`src/rtl/lfhp_pkg.sv`:
```
// Frame header parser package: phase codes, result kinds, error codes,
// the result item type and the header decode functions.
// No dependencies.
`timescale 1ns / 1ps
`default_nettype none

package lfhp_pkg;

   // Parse phases: idle, one per header byte position after the first, and payload
   typedef enum logic [3:0] {
      PH_IDLE = 4'd0,
      PH_DMAC = 4'd1,
      PH_LEN  = 4'd2,
      PH_HDR  = 4'd3,
      PH_SNET = 4'd4,
      PH_SMAC = 4'd5,
      PH_DNET = 4'd6,
      PH_DADR = 4'd7,
      PH_SEQ  = 4'd8,
      PH_SP0  = 4'd9,
      PH_SP1  = 4'd10,
      PH_DP0  = 4'd11,
      PH_DP1  = 4'd12,
      PH_PAY  = 4'd13
   } phase_type;

   // Result kinds
   localparam logic [1:0] KIND_HEADER  = 2'd0;
   localparam logic [1:0] KIND_PAYLOAD = 2'd1;
   localparam logic [1:0] KIND_ERROR   = 2'd2;

   // Error codes carried in the value field
   localparam logic [7:0] ERR_LEVEL    = 8'd0;
   localparam logic [7:0] ERR_ZERO_LEN = 8'd1;
   localparam logic [7:0] ERR_OVERRUN  = 8'd2;

   // Header byte: level bits 7:6 must read binary 10
   localparam logic [7:0] LEVEL_MASK = 8'hc0;
   localparam logic [7:0] LEVEL_OK   = 8'h80;

   // Configuration registers
   localparam logic       REG_DEFAULT_PORT   = 1'b0;
   localparam logic [15:0] DEFAULT_PORT_RESET = 16'hcdcd;

   typedef struct packed {
      logic [1:0]  kind;
      logic [7:0]  src_mac;
      logic [7:0]  dst_mac;
      logic [1:0]  multi_mode;
      logic [15:0] orig_addr;
      logic [15:0] dest_addr;
      logic        seq_present;
      logic [6:0]  seq_num;
      logic        req_ack;
      logic [15:0] orig_port;
      logic [15:0] dest_port;
      logic [7:0]  value;
   } rsp_item_type;

   // Source port byte count by size code
   function automatic logic [1:0] orig_port_bytes(input logic [2:0] code);
      case (code)
         3'd0, 3'd1:        orig_port_bytes = 2'd0;
         3'd2, 3'd4, 3'd5:  orig_port_bytes = 2'd1;
         default:           orig_port_bytes = 2'd2;
      endcase
   endfunction

   // Destination port byte count by size code
   function automatic logic [1:0] dest_port_bytes(input logic [2:0] code);
      case (code)
         3'd2, 3'd3:        dest_port_bytes = 2'd0;
         3'd0, 3'd4, 3'd6:  dest_port_bytes = 2'd1;
         default:           dest_port_bytes = 2'd2;
      endcase
   endfunction

   // Whether an optional header phase is present for this header byte
   function automatic logic phase_needed(input phase_type ph, input logic [7:0] hdr);
      logic [1:0] ss;
      logic [1:0] ds;
      ss = orig_port_bytes(hdr[2:0]);
      ds = dest_port_bytes(hdr[2:0]);
      case (ph)
         PH_SNET, PH_SMAC: phase_needed = hdr[5];
         PH_DNET, PH_DADR: phase_needed = (hdr[5:4] != 2'd0);
         PH_SEQ:           phase_needed = hdr[3];
         PH_SP0:           phase_needed = (ss != 2'd0);
         PH_SP1:           phase_needed = (ss == 2'd2);
         PH_DP0:           phase_needed = (ds != 2'd0);
         PH_DP1:           phase_needed = (ds == 2'd2);
         default:          phase_needed = 1'b0;
      endcase
   endfunction

   // First present header phase after ph, or payload when none is left
   function automatic phase_type next_phase(input phase_type ph, input logic [7:0] hdr);
      logic found;
      found      = 1'b0;
      next_phase = PH_PAY;
      for (int q = 4; q <= 12; q++) begin
         if (!found && (q[3:0] > ph) && phase_needed(phase_type'(q[3:0]), hdr)) begin
            next_phase = phase_type'(q[3:0]);
            found      = 1'b1;
         end
      end
   endfunction

   // Header length in bytes, header byte included
   function automatic logic [3:0] header_length(input logic [7:0] hdr);
      header_length = 4'd1
                    + (hdr[5:4] != 2'd0 ? 4'd2 : 4'd0)
                    + (hdr[5] ? 4'd2 : 4'd0)
                    + {3'd0, hdr[3]}
                    + {2'd0, orig_port_bytes(hdr[2:0])}
                    + {2'd0, dest_port_bytes(hdr[2:0])};
   endfunction

endpackage

`default_nettype wire

```
`src/rtl/lfhp_csr.sv`:
```
// Configuration register file: the default port register on an APB-style port.
// Depends on lfhp_pkg.
`timescale 1ns / 1ps
`default_nettype none

module lfhp_csr (
   input  wire logic        clock,
   input  wire logic        reset,
   input  wire logic        csr_psel,
   input  wire logic        csr_penable,
   input  wire logic        csr_pwrite,
   input  wire logic [2:0]  csr_paddr,
   input  wire logic [31:0] csr_pwdata,
   output logic [31:0]      csr_prdata,
   output logic             csr_pready,
   output logic [15:0]      default_port
);

   logic [15:0] default_port_ff;
   logic [15:0] default_port_in;
   logic        wr_en;

   assign csr_pready = 1'b1;
   assign wr_en = csr_psel & csr_penable & csr_pwrite & csr_pready
                & (csr_paddr[2] == lfhp_pkg::REG_DEFAULT_PORT);

   // register write
   always_comb begin
      default_port_in = default_port_ff;
      if (wr_en) begin
         default_port_in = csr_pwdata[15:0];
      end
   end

   always_ff @(posedge clock) begin
      if (reset) begin
         default_port_ff <= lfhp_pkg::DEFAULT_PORT_RESET;
      end else begin
         default_port_ff <= default_port_in;
      end
   end

   // read back
   always_comb begin
      csr_prdata = 32'd0;
      if (csr_paddr[2] == lfhp_pkg::REG_DEFAULT_PORT) begin
         csr_prdata = {16'd0, default_port_ff};
      end
   end

   assign default_port = default_port_ff;

endmodule

`default_nettype wire

```
`src/rtl/lfhp_parse.sv`:
```
// Byte-at-a-time frame parser: phase register, held header fields and the
// single-pass decode that forms at most one result item per accepted byte.
// Depends on lfhp_pkg.
`timescale 1ns / 1ps
`default_nettype none

module lfhp_parse (
   input  wire logic                 clock,
   input  wire logic                 reset,
   input  wire logic                 accept,
   input  wire logic [7:0]           data_byte,
   input  wire logic                 frame_start,
   input  wire logic [15:0]          default_port,
   output logic                      res_valid,
   output lfhp_pkg::rsp_item_type    res_item
);

   lfhp_pkg::phase_type phase_ff, phase_in, nxt;
   logic [7:0]  remaining_ff, remaining_in;
   logic [7:0]  header_ff, header_in;
   logic [7:0]  src_mac_ff, src_mac_in;
   logic [7:0]  dst_mac_ff, dst_mac_in;
   logic [15:0] orig_addr_ff, orig_addr_in;
   logic [15:0] dest_addr_ff, dest_addr_in;
   logic [7:0]  seq_ff, seq_in;
   logic [15:0] orig_port_ff, orig_port_in;
   logic [15:0] dest_port_ff, dest_port_in;
   logic        consume;
   logic [3:0]  hlen;

   assign hlen = lfhp_pkg::header_length(data_byte);

   // next state and result for the accepted byte
   always_comb begin
      phase_in     = phase_ff;
      remaining_in = remaining_ff;
      header_in    = header_ff;
      src_mac_in   = src_mac_ff;
      dst_mac_in   = dst_mac_ff;
      orig_addr_in = orig_addr_ff;
      dest_addr_in = dest_addr_ff;
      seq_in       = seq_ff;
      orig_port_in = orig_port_ff;
      dest_port_in = dest_port_ff;
      consume      = 1'b0;
      res_valid    = 1'b0;
      res_item     = '0;
      nxt          = lfhp_pkg::PH_IDLE;

      if (!accept) begin
         consume = 1'b0;
      end else if (frame_start) begin
         // frame start always restarts, whatever was in progress
         src_mac_in = data_byte;
         phase_in   = lfhp_pkg::PH_DMAC;
      end else begin
         case (phase_ff)
            lfhp_pkg::PH_IDLE: begin
               phase_in = lfhp_pkg::PH_IDLE;
            end
            lfhp_pkg::PH_DMAC: begin
               dst_mac_in = data_byte;
               phase_in   = lfhp_pkg::PH_LEN;
            end
            lfhp_pkg::PH_LEN: begin
               if (data_byte == 8'd0) begin
                  res_valid      = 1'b1;
                  res_item.kind  = lfhp_pkg::KIND_ERROR;
                  res_item.value = lfhp_pkg::ERR_ZERO_LEN;
                  phase_in       = lfhp_pkg::PH_IDLE;
               end else begin
                  remaining_in = data_byte;
                  phase_in     = lfhp_pkg::PH_HDR;
               end
            end
            lfhp_pkg::PH_HDR: begin
               header_in = data_byte;
               if ((data_byte & lfhp_pkg::LEVEL_MASK) != lfhp_pkg::LEVEL_OK) begin
                  res_valid      = 1'b1;
                  res_item.kind  = lfhp_pkg::KIND_ERROR;
                  res_item.value = lfhp_pkg::ERR_LEVEL;
                  phase_in       = lfhp_pkg::PH_IDLE;
               end else if ({4'd0, hlen} > remaining_ff) begin
                  res_valid      = 1'b1;
                  res_item.kind  = lfhp_pkg::KIND_ERROR;
                  res_item.value = lfhp_pkg::ERR_OVERRUN;
                  phase_in       = lfhp_pkg::PH_IDLE;
               end else begin
                  orig_addr_in = 16'd0;
                  dest_addr_in = 16'd0;
                  seq_in       = 8'd0;
                  orig_port_in = 16'd0;
                  dest_port_in = 16'd0;
                  consume      = 1'b1;
               end
            end
            lfhp_pkg::PH_SNET: begin
               orig_addr_in = {data_byte, 8'h00};
               consume      = 1'b1;
            end
            lfhp_pkg::PH_SMAC: begin
               orig_addr_in = {orig_addr_ff[15:8], data_byte};
               consume      = 1'b1;
            end
            lfhp_pkg::PH_DNET: begin
               dest_addr_in = {data_byte, 8'h00};
               consume      = 1'b1;
            end
            lfhp_pkg::PH_DADR: begin
               dest_addr_in = {dest_addr_ff[15:8], data_byte};
               consume      = 1'b1;
            end
            lfhp_pkg::PH_SEQ: begin
               seq_in  = data_byte;
               consume = 1'b1;
            end
            lfhp_pkg::PH_SP0: begin
               orig_port_in = {8'h00, data_byte};
               consume      = 1'b1;
            end
            lfhp_pkg::PH_SP1: begin
               orig_port_in = {data_byte, orig_port_ff[7:0]};
               consume      = 1'b1;
            end
            lfhp_pkg::PH_DP0: begin
               dest_port_in = {8'h00, data_byte};
               consume      = 1'b1;
            end
            lfhp_pkg::PH_DP1: begin
               dest_port_in = {data_byte, dest_port_ff[7:0]};
               consume      = 1'b1;
            end
            lfhp_pkg::PH_PAY: begin
               remaining_in   = remaining_ff - 8'd1;
               res_valid      = 1'b1;
               res_item.kind  = lfhp_pkg::KIND_PAYLOAD;
               res_item.value = data_byte;
               if (remaining_in == 8'd0) begin
                  phase_in = lfhp_pkg::PH_IDLE;
               end
            end
            default: begin
               phase_in = lfhp_pkg::PH_IDLE;
            end
         endcase
      end

      // a header byte was taken: step to the next present field
      if (consume) begin
         remaining_in = remaining_ff - 8'd1;
         nxt          = lfhp_pkg::next_phase(phase_ff, header_in);
         phase_in     = nxt;
         if (nxt == lfhp_pkg::PH_PAY) begin
            res_valid            = 1'b1;
            res_item.kind        = lfhp_pkg::KIND_HEADER;
            res_item.src_mac     = src_mac_in;
            res_item.dst_mac     = dst_mac_in;
            res_item.multi_mode  = header_in[5:4];
            res_item.orig_addr   = header_in[5] ? orig_addr_in : 16'd0;
            res_item.dest_addr   = (header_in[5:4] != 2'd0) ? dest_addr_in : 16'd0;
            res_item.seq_present = header_in[3];
            res_item.seq_num     = header_in[3] ? seq_in[6:0] : 7'd0;
            res_item.req_ack     = header_in[3] ? seq_in[7] : 1'b0;
            res_item.orig_port   = (lfhp_pkg::orig_port_bytes(header_in[2:0]) != 2'd0)
                                 ? orig_port_in : default_port;
            res_item.dest_port   = (lfhp_pkg::dest_port_bytes(header_in[2:0]) != 2'd0)
                                 ? dest_port_in : default_port;
            res_item.value       = remaining_in;
            phase_in = (remaining_in != 8'd0) ? lfhp_pkg::PH_PAY : lfhp_pkg::PH_IDLE;
         end
      end
   end

   // control state
   always_ff @(posedge clock) begin
      if (reset) begin
         phase_ff     <= lfhp_pkg::PH_IDLE;
         remaining_ff <= 8'd0;
      end else begin
         phase_ff     <= phase_in;
         remaining_ff <= remaining_in;
      end
   end

   // held header fields
   always_ff @(posedge clock) begin
      header_ff    <= header_in;
      src_mac_ff   <= src_mac_in;
      dst_mac_ff   <= dst_mac_in;
      orig_addr_ff <= orig_addr_in;
      dest_addr_ff <= dest_addr_in;
      seq_ff       <= seq_in;
      orig_port_ff <= orig_port_in;
      dest_port_ff <= dest_port_in;
   end

endmodule

`default_nettype wire

```
`src/rtl/lfhp_skid.sv`:
```
// Result register with a skid entry; keeps the input ready registered so
// the two sides of the block are parted.
// Depends on lfhp_pkg.
`timescale 1ns / 1ps
`default_nettype none

module lfhp_skid (
   input  wire logic                   clock,
   input  wire logic                   reset,
   input  wire logic                   push_valid,
   input  wire lfhp_pkg::rsp_item_type push_item,
   output logic                        push_ready,
   output logic                        out_valid,
   output lfhp_pkg::rsp_item_type      out_item,
   input  wire logic                   out_ready
);

   logic                   main_valid_ff, main_valid_in;
   logic                   skid_valid_ff, skid_valid_in;
   lfhp_pkg::rsp_item_type main_item_ff, main_item_in;
   lfhp_pkg::rsp_item_type skid_item_ff, skid_item_in;
   logic                   pop;

   assign pop        = main_valid_ff & out_ready;
   assign push_ready = ~skid_valid_ff;

   // main and skid entry update
   always_comb begin
      main_valid_in = main_valid_ff;
      skid_valid_in = skid_valid_ff;
      main_item_in  = main_item_ff;
      skid_item_in  = skid_item_ff;
      if (skid_valid_ff) begin
         if (pop) begin
            main_item_in  = skid_item_ff;
            skid_valid_in = 1'b0;
         end
      end else if (push_valid) begin
         if (!main_valid_ff || pop) begin
            main_item_in  = push_item;
            main_valid_in = 1'b1;
         end else begin
            skid_item_in  = push_item;
            skid_valid_in = 1'b1;
         end
      end else if (pop) begin
         main_valid_in = 1'b0;
      end
   end

   always_ff @(posedge clock) begin
      if (reset) begin
         main_valid_ff <= 1'b0;
         skid_valid_ff <= 1'b0;
      end else begin
         main_valid_ff <= main_valid_in;
         skid_valid_ff <= skid_valid_in;
      end
   end

   always_ff @(posedge clock) begin
      main_item_ff <= main_item_in;
      skid_item_ff <= skid_item_in;
   end

   assign out_valid = main_valid_ff;
   assign out_item  = main_item_ff;

endmodule

`default_nettype wire

```
`src/rtl/l1_frame_header_parser_core.sv`:
```
// Frame header parser top level: stream in, stream out, configuration port.
// Depends on lfhp_pkg, lfhp_csr, lfhp_parse and lfhp_skid.
`timescale 1ns / 1ps
`default_nettype none

// The parser takes one frame byte per cycle on the req_ stream, with
// req_tuser marking the first byte of a frame, and keeps taking a byte every
// cycle as long as the rsp_ side drains. Each byte is decoded in a single
// pass against the current parse phase; a header, payload or error item
// is registered in the result register, or in the skid entry if that is held.
// A two-entry result stage (result register plus skid entry) keeps req_tready
// registered; it drops only when both entries hold items the consumer has not
// taken. A byte that causes no item is accepted just the same. The default
// port register is read at the moment a header item is formed, so it should
// be written only while no frame is in flight.

module l1_frame_header_parser_core (
   input  wire logic         clock,
   input  wire logic         reset,
   // input stream
   input  wire logic         req_tvalid,
   output logic              req_tready,
   input  wire logic [7:0]   req_tdata,   // [7:0] data_byte
   input  wire logic         req_tuser,   // [0] frame_start
   // result stream
   output logic              rsp_tvalid,
   input  wire logic         rsp_tready,
   output logic [103:0]      rsp_tdata,   // [7:0] src_mac, [15:8] dst_mac,
                                          // [17:16] multi_mode, [33:18] orig_addr,
                                          // [49:34] dest_addr, [50] seq_present,
                                          // [57:51] seq_num, [58] req_ack,
                                          // [74:59] orig_port, [90:75] dest_port,
                                          // [98:91] value, [103:99] zero
   output logic [1:0]        rsp_tuser,   // [1:0] kind
   // configuration port
   input  wire logic         csr_psel,
   input  wire logic         csr_penable,
   input  wire logic         csr_pwrite,
   input  wire logic [2:0]   csr_paddr,
   input  wire logic [31:0]  csr_pwdata,
   output logic [31:0]       csr_prdata,
   output logic              csr_pready
);

   logic                   accept;
   logic [15:0]            default_port;
   logic                   res_valid;
   lfhp_pkg::rsp_item_type res_item;
   lfhp_pkg::rsp_item_type out_item;

   assign accept = req_tvalid & req_tready;

   lfhp_csr u_csr (
      .clock        (clock),
      .reset        (reset),
      .csr_psel     (csr_psel),
      .csr_penable  (csr_penable),
      .csr_pwrite   (csr_pwrite),
      .csr_paddr    (csr_paddr),
      .csr_pwdata   (csr_pwdata),
      .csr_prdata   (csr_prdata),
      .csr_pready   (csr_pready),
      .default_port (default_port)
   );

   lfhp_parse u_parse (
      .clock        (clock),
      .reset        (reset),
      .accept       (accept),
      .data_byte    (req_tdata),
      .frame_start  (req_tuser),
      .default_port (default_port),
      .res_valid    (res_valid),
      .res_item     (res_item)
   );

   lfhp_skid u_skid (
      .clock      (clock),
      .reset      (reset),
      .push_valid (accept & res_valid),
      .push_item  (res_item),
      .push_ready (req_tready),
      .out_valid  (rsp_tvalid),
      .out_item   (out_item),
      .out_ready  (rsp_tready)
   );

   // pack the result item onto the stream
   assign rsp_tuser = out_item.kind;
   assign rsp_tdata = {5'd0,
                       out_item.value,
                       out_item.dest_port,
                       out_item.orig_port,
                       out_item.req_ack,
                       out_item.seq_num,
                       out_item.seq_present,
                       out_item.dest_addr,
                       out_item.orig_addr,
                       out_item.multi_mode,
                       out_item.dst_mac,
                       out_item.src_mac};

endmodule

`default_nettype wire
```
`config.mk`:
```
export PLATFORM = sky130hd
export DESIGN_NAME = l1_frame_header_parser_core
export DESIGN_NICKNAME = d
export VERILOG_FILES = /design/src/rtl/lfhp_pkg.sv /design/src/rtl/lfhp_csr.sv /design/src/rtl/lfhp_parse.sv /design/src/rtl/lfhp_skid.sv /design/src/rtl/l1_frame_header_parser_core.sv
export SDC_FILE = /design/constraint.sdc
export NUM_CORES = 1
export LEC_CHECK = 0
export BUFFER_PORTS_ARGS = -buffer_cell sky130_fd_sc_hd__buf_4
export CORE_UTILIZATION = 40
export CTS_CLUSTER_DIAMETER = 30
export DETAILED_ROUTE_END_ITERATION = 12
export HOLD_SLACK_MARGIN = 0.03
export PLACE_DENSITY = 0.69
export SETUP_SLACK_MARGIN = 0.3
export SYNTH_ARGS = -nofsm -noshare
export SYNTH_HDL_FRONTEND = slang
export SYNTH_SLANG_ARGS = --single-unit
```
`constraint.sdc`:
```
create_clock -name clock -period 32.8 [get_ports clock]
set_input_delay 1.64 -clock clock [delete_from_list [all_inputs] [get_ports clock]]
set_output_delay 1.64 -clock clock [all_outputs]
set_load 0.03 [all_outputs]
```
==> metrics.csv <==
stage;metric;value;unit
global_route;vias in the first global route;9608;
power;Leakage;6.73;nW
place;IO Port Bufs;151;
power;Flop pwr share;41.4;%
floorplanning;site row count;68;
worst_setup_path;Buf+Inv Stages, Crit Path;3;
clock_tree;Clock Path Buffers;3;
flow_run;max-cap violation count;0;
worst_setup_path;CP arrival;7460;ps
global_route;initial antenna violation count;0;
synthesis;EDFF count, synth;202;
finish;layout cells sized above 1;23.1;%
sta;maximum clock rate;0.137;GHz
sta;sum of negative setup slack;0;ps
synthesis;area leader, netlist;edfxtp_1;
power;Comb power frac;7.0;%
finish;fin util;49.8;%
synthesis;Synth Flop Type;edfxtp_1;
clock_tree;clk sinks;326;
power;sw power;269;uW
clock_tree;post-CTS sizing;0;
finish;fin nets;1431;
clock_tree;total CTS buffers;53;
sta;Final Slew Violations;0;
floorplanning;Die X-Extent;189;um
global_route;GRT overflow;0;
synthesis;Seq cells post-synth;326;
finish;Filler Cell Count;3076;
finish;Area growth syn-to-layout;22.8;%
sta;Worst Clk Skew;21.2;ps
synthesis;top post-synthesis cells by area;edfxtp_1, dfxtp_1, nand2_1;
clock_tree;Root Buffer;clkbuf_16;
worst_setup_path;CP Max Fanout;54;
floorplanning;core area;0.0345;mm2
worst_hold_path;Hold WC Path Type;flop to flop;
sta;crit share post-route;22.2;%
global_route;largest net degree at the start of global routing;94;
detailed_routing;Vias;10100;
status;status;completed;
worst_setup_path;CP startpoint kind;input pin;
synthesis;sequential element share of the synthesized area;61.2;%
synthesis;Post-Syn Area;0.0140;mm2
finish;# diodes;0;
global_route;GRT Resource Usage Total;19.1;%
floorplanning;Initial Util;40.5;%
synthesis;Synth cell types;77;
floorplanning;die area;0.0357;mm2
finish;fin cells;1868;
clock_tree;CTS tree;done;
place;placed wire-length estimate;21400;um
synthesis;Post-synth ARST share;0;%
floorplanning;num ports;192;
synthesis;top-area cell type share of the netlist area;43.4;%
detailed_routing;final WL;34600;um
clock_tree;Hold-fix buffers, CTS;0;
detailed_routing;drt first pass iters;7;
power;internal power;803;uW
worst_setup_path;Max stage delay on crit path;760;ps
detailed_routing;vias per cell;5.39;
worst_setup_path;worst-path cell chain;buf_4 > nand2b_1 > and2_1 > ha_1 > fa_1 > ha_1 > fa_1 > ha_1 > and4_1 > a2111oi_2 > o22ai_1 > and3_4 > o31ai_1 > nor3b_2 > buf_4 > buf_4;
worst_setup_path;Setup CP Type;input pin to flop;
clock_tree;Clock Latency Late Sink;560;ps
synthesis;Ys Warns;0;
synthesis;count leader, synth;edfxtp_1;
sta;final worst path period need;7280;ps
synthesis;top cells by instance count after synthesis;edfxtp_1, nand2_1, dfxtp_1;
sta;Max-slew headroom;22.6;%
detailed_routing;drt wl/cell;18.5;um
clock_tree;Post-CTS Repair Setup Buffers;0;
sta;Fin. Hold Viols;0;
worst_setup_path;Worst EP required;32980;ps
place;GP Congestion;0.868;
clock_tree;clock slew at reported path FFs;60;ps
global_route;first-pass GRT wire length;53500;um
power;Clock power frac;51.7;%
synthesis;Syn Area/Cell;11.4;um2
worst_setup_path;CP max stage cell;o22ai_1;
power;Pwr Density;62.5;mW/mm2
sta;Worst Tran Pin Value;1160;ps
worst_setup_path;delay-heaviest family, CP;adder cells;
clock_tree;CTS HTree Levels;2;
power;Net Sw Frac;25.1;%
detailed_routing;# DRC;0;
detailed_routing;DRT antenna net count;0;
sta;final setup fails;0;
power;Worst VDD drop;0.0361;mV
detailed_routing;drt initial violations;1050;
worst_setup_path;CP Capture Type;flop;
sta;RSZ-0062 raised after global routing;no;
synthesis;Cells after Synth;1230;
place;placed insts;1768;
floorplanning;Chip Height;189;um
[final timing paths]
path | start | end | cells after the start | slack (ps)
setup reg to reg | u_parse.remaining_ff[1] | u_skid.skid_item_ff[90] | 11 | 28130
hold / removal | u_parse.orig_port_ff[2] | u_parse.orig_port_ff[2] | 2 | 450
setup / recovery | req_tdata[1] | u_skid.skid_item_ff[90] | 16 | 25520
hold reg to reg | u_parse.orig_port_ff[2] | u_parse.orig_port_ff[2] | 2 | 450
[area by class of cell]
cell class | count | area, um2 | share of cell area, %
flip-flops and latches | 326 | 8550 | 49.9
multi-input cells | 784 | 4830 | 28.1
clock buffers | 58 | 1410 | 8.21
repair buffers | 163 | 1220 | 7.13
well taps | 455 | 569 | 3.32
clock inverters | 42 | 424 | 2.47
inverters | 40 | 150 | 0.875
[metal layers]
| metal | track usage, % | part of all wire (%) | up-vias |
|---|---|---|---|
| li1 | - | - | 4744 |
| met1 | 26.3 | 44 | 4873 |
| met2 | 30.2 | 47 | 392 |
| met3 | 3.65 | 7.0 | 62 |
| met4 | 5.96 | 2.0 | 0 |
| met5 | 0 | 0 | - |
[kinds of logic (layout without fill, tap and decap cells)]
family	count (synthesis)	after routing	synth area share, %
XOR/XNOR	7	7	0.439
AND/OR/NAND/NOR	398	398	14.3
buffers and inverters	140	303	4.89
flip-flops	326	326	61.2
multiplexers	33	33	2.63
other	2	22	0.0538
AO/OA/AOI/OAI	312	312	15.3
adder cells (fa/ha/maj)	12	12	1.18
[layout by cell type (no fill, tap or decap), types with 5 or more instances in the layout]
master	synthesis	layout
xnor2_1	7	7
nand2_1	163	163
a221oi_1	33	33
o31ai_1	20	20
inv_8	0	7
o22ai_1	7	6
edfxtp_1	202	202
clkbuf_16	0	55
a22o_1	31	31
o21ai_0	53	53
and2_4	11	11
conb_1	2	22
a22oi_1	23	23
nor2_1	89	89
inv_6	0	13
dfxtp_1	124	123
and3_1	16	16
mux2_2	29	29
and2_1	12	12
ha_1	10	10
nand3_1	20	20
buf_4	23	163
o21ai_1	35	35
nor2b_1	24	24
a21oi_1	41	41
clkinvlp_4	0	6
nand2b_1	5	5
a21o_1	38	38
nor3_2	5	5
nor3_1	15	15
inv_1	40	40
[registers in the layout, indices dropped and copies added (netlist names), 16 cells and up]
| signal | count |
|---|---|
| u_skid.out_item | 101 |
| u_parse.dest_addr_ff | 16 |
| u_skid.skid_item_ff | 101 |
| u_parse.dest_port_ff | 16 |
| u_csr.default_port | 16 |
| u_parse.orig_port_ff | 16 |
| u_parse.orig_addr_ff | 16 |
[worst min-delay path, delay by kind of cell, from the launching register on]
family	cells	cell delay, ps
flip-flops	1	310
AND/OR/NAND/NOR	2	100
[power by group through the flow]
stage          logic (mW)  registers (mW)  clock network [mW]
2_1_floorplan      0.0562           0.449                   0
3_3_place_gp       0.0723           0.451                   0
3_5_place_dp       0.0737           0.451                   0
4_1_cts            0.0740           0.443               0.562
5_1_grt            0.0808           0.443               0.583
6_report           0.0748           0.443               0.554
[stage by stage]
step / instance area (um2) / worst slack (ps) / total power [mW] / hold WS (ps)
2_1_floorplan: 14000 / 19510 / 0.505 / 422
3_3_place_gp: 15300 / 25060 / 0.523 / 435
3_5_place_dp: 15300 / 24940 / 0.525 / 436
4_1_cts: 17200 / 25490 / 1.08 / 446
5_1_grt: 17200 / 25200 / 1.11 / 486
6_report: 17200 / 25520 / 1.07 / 451
(Power assumes the default switching activity.)
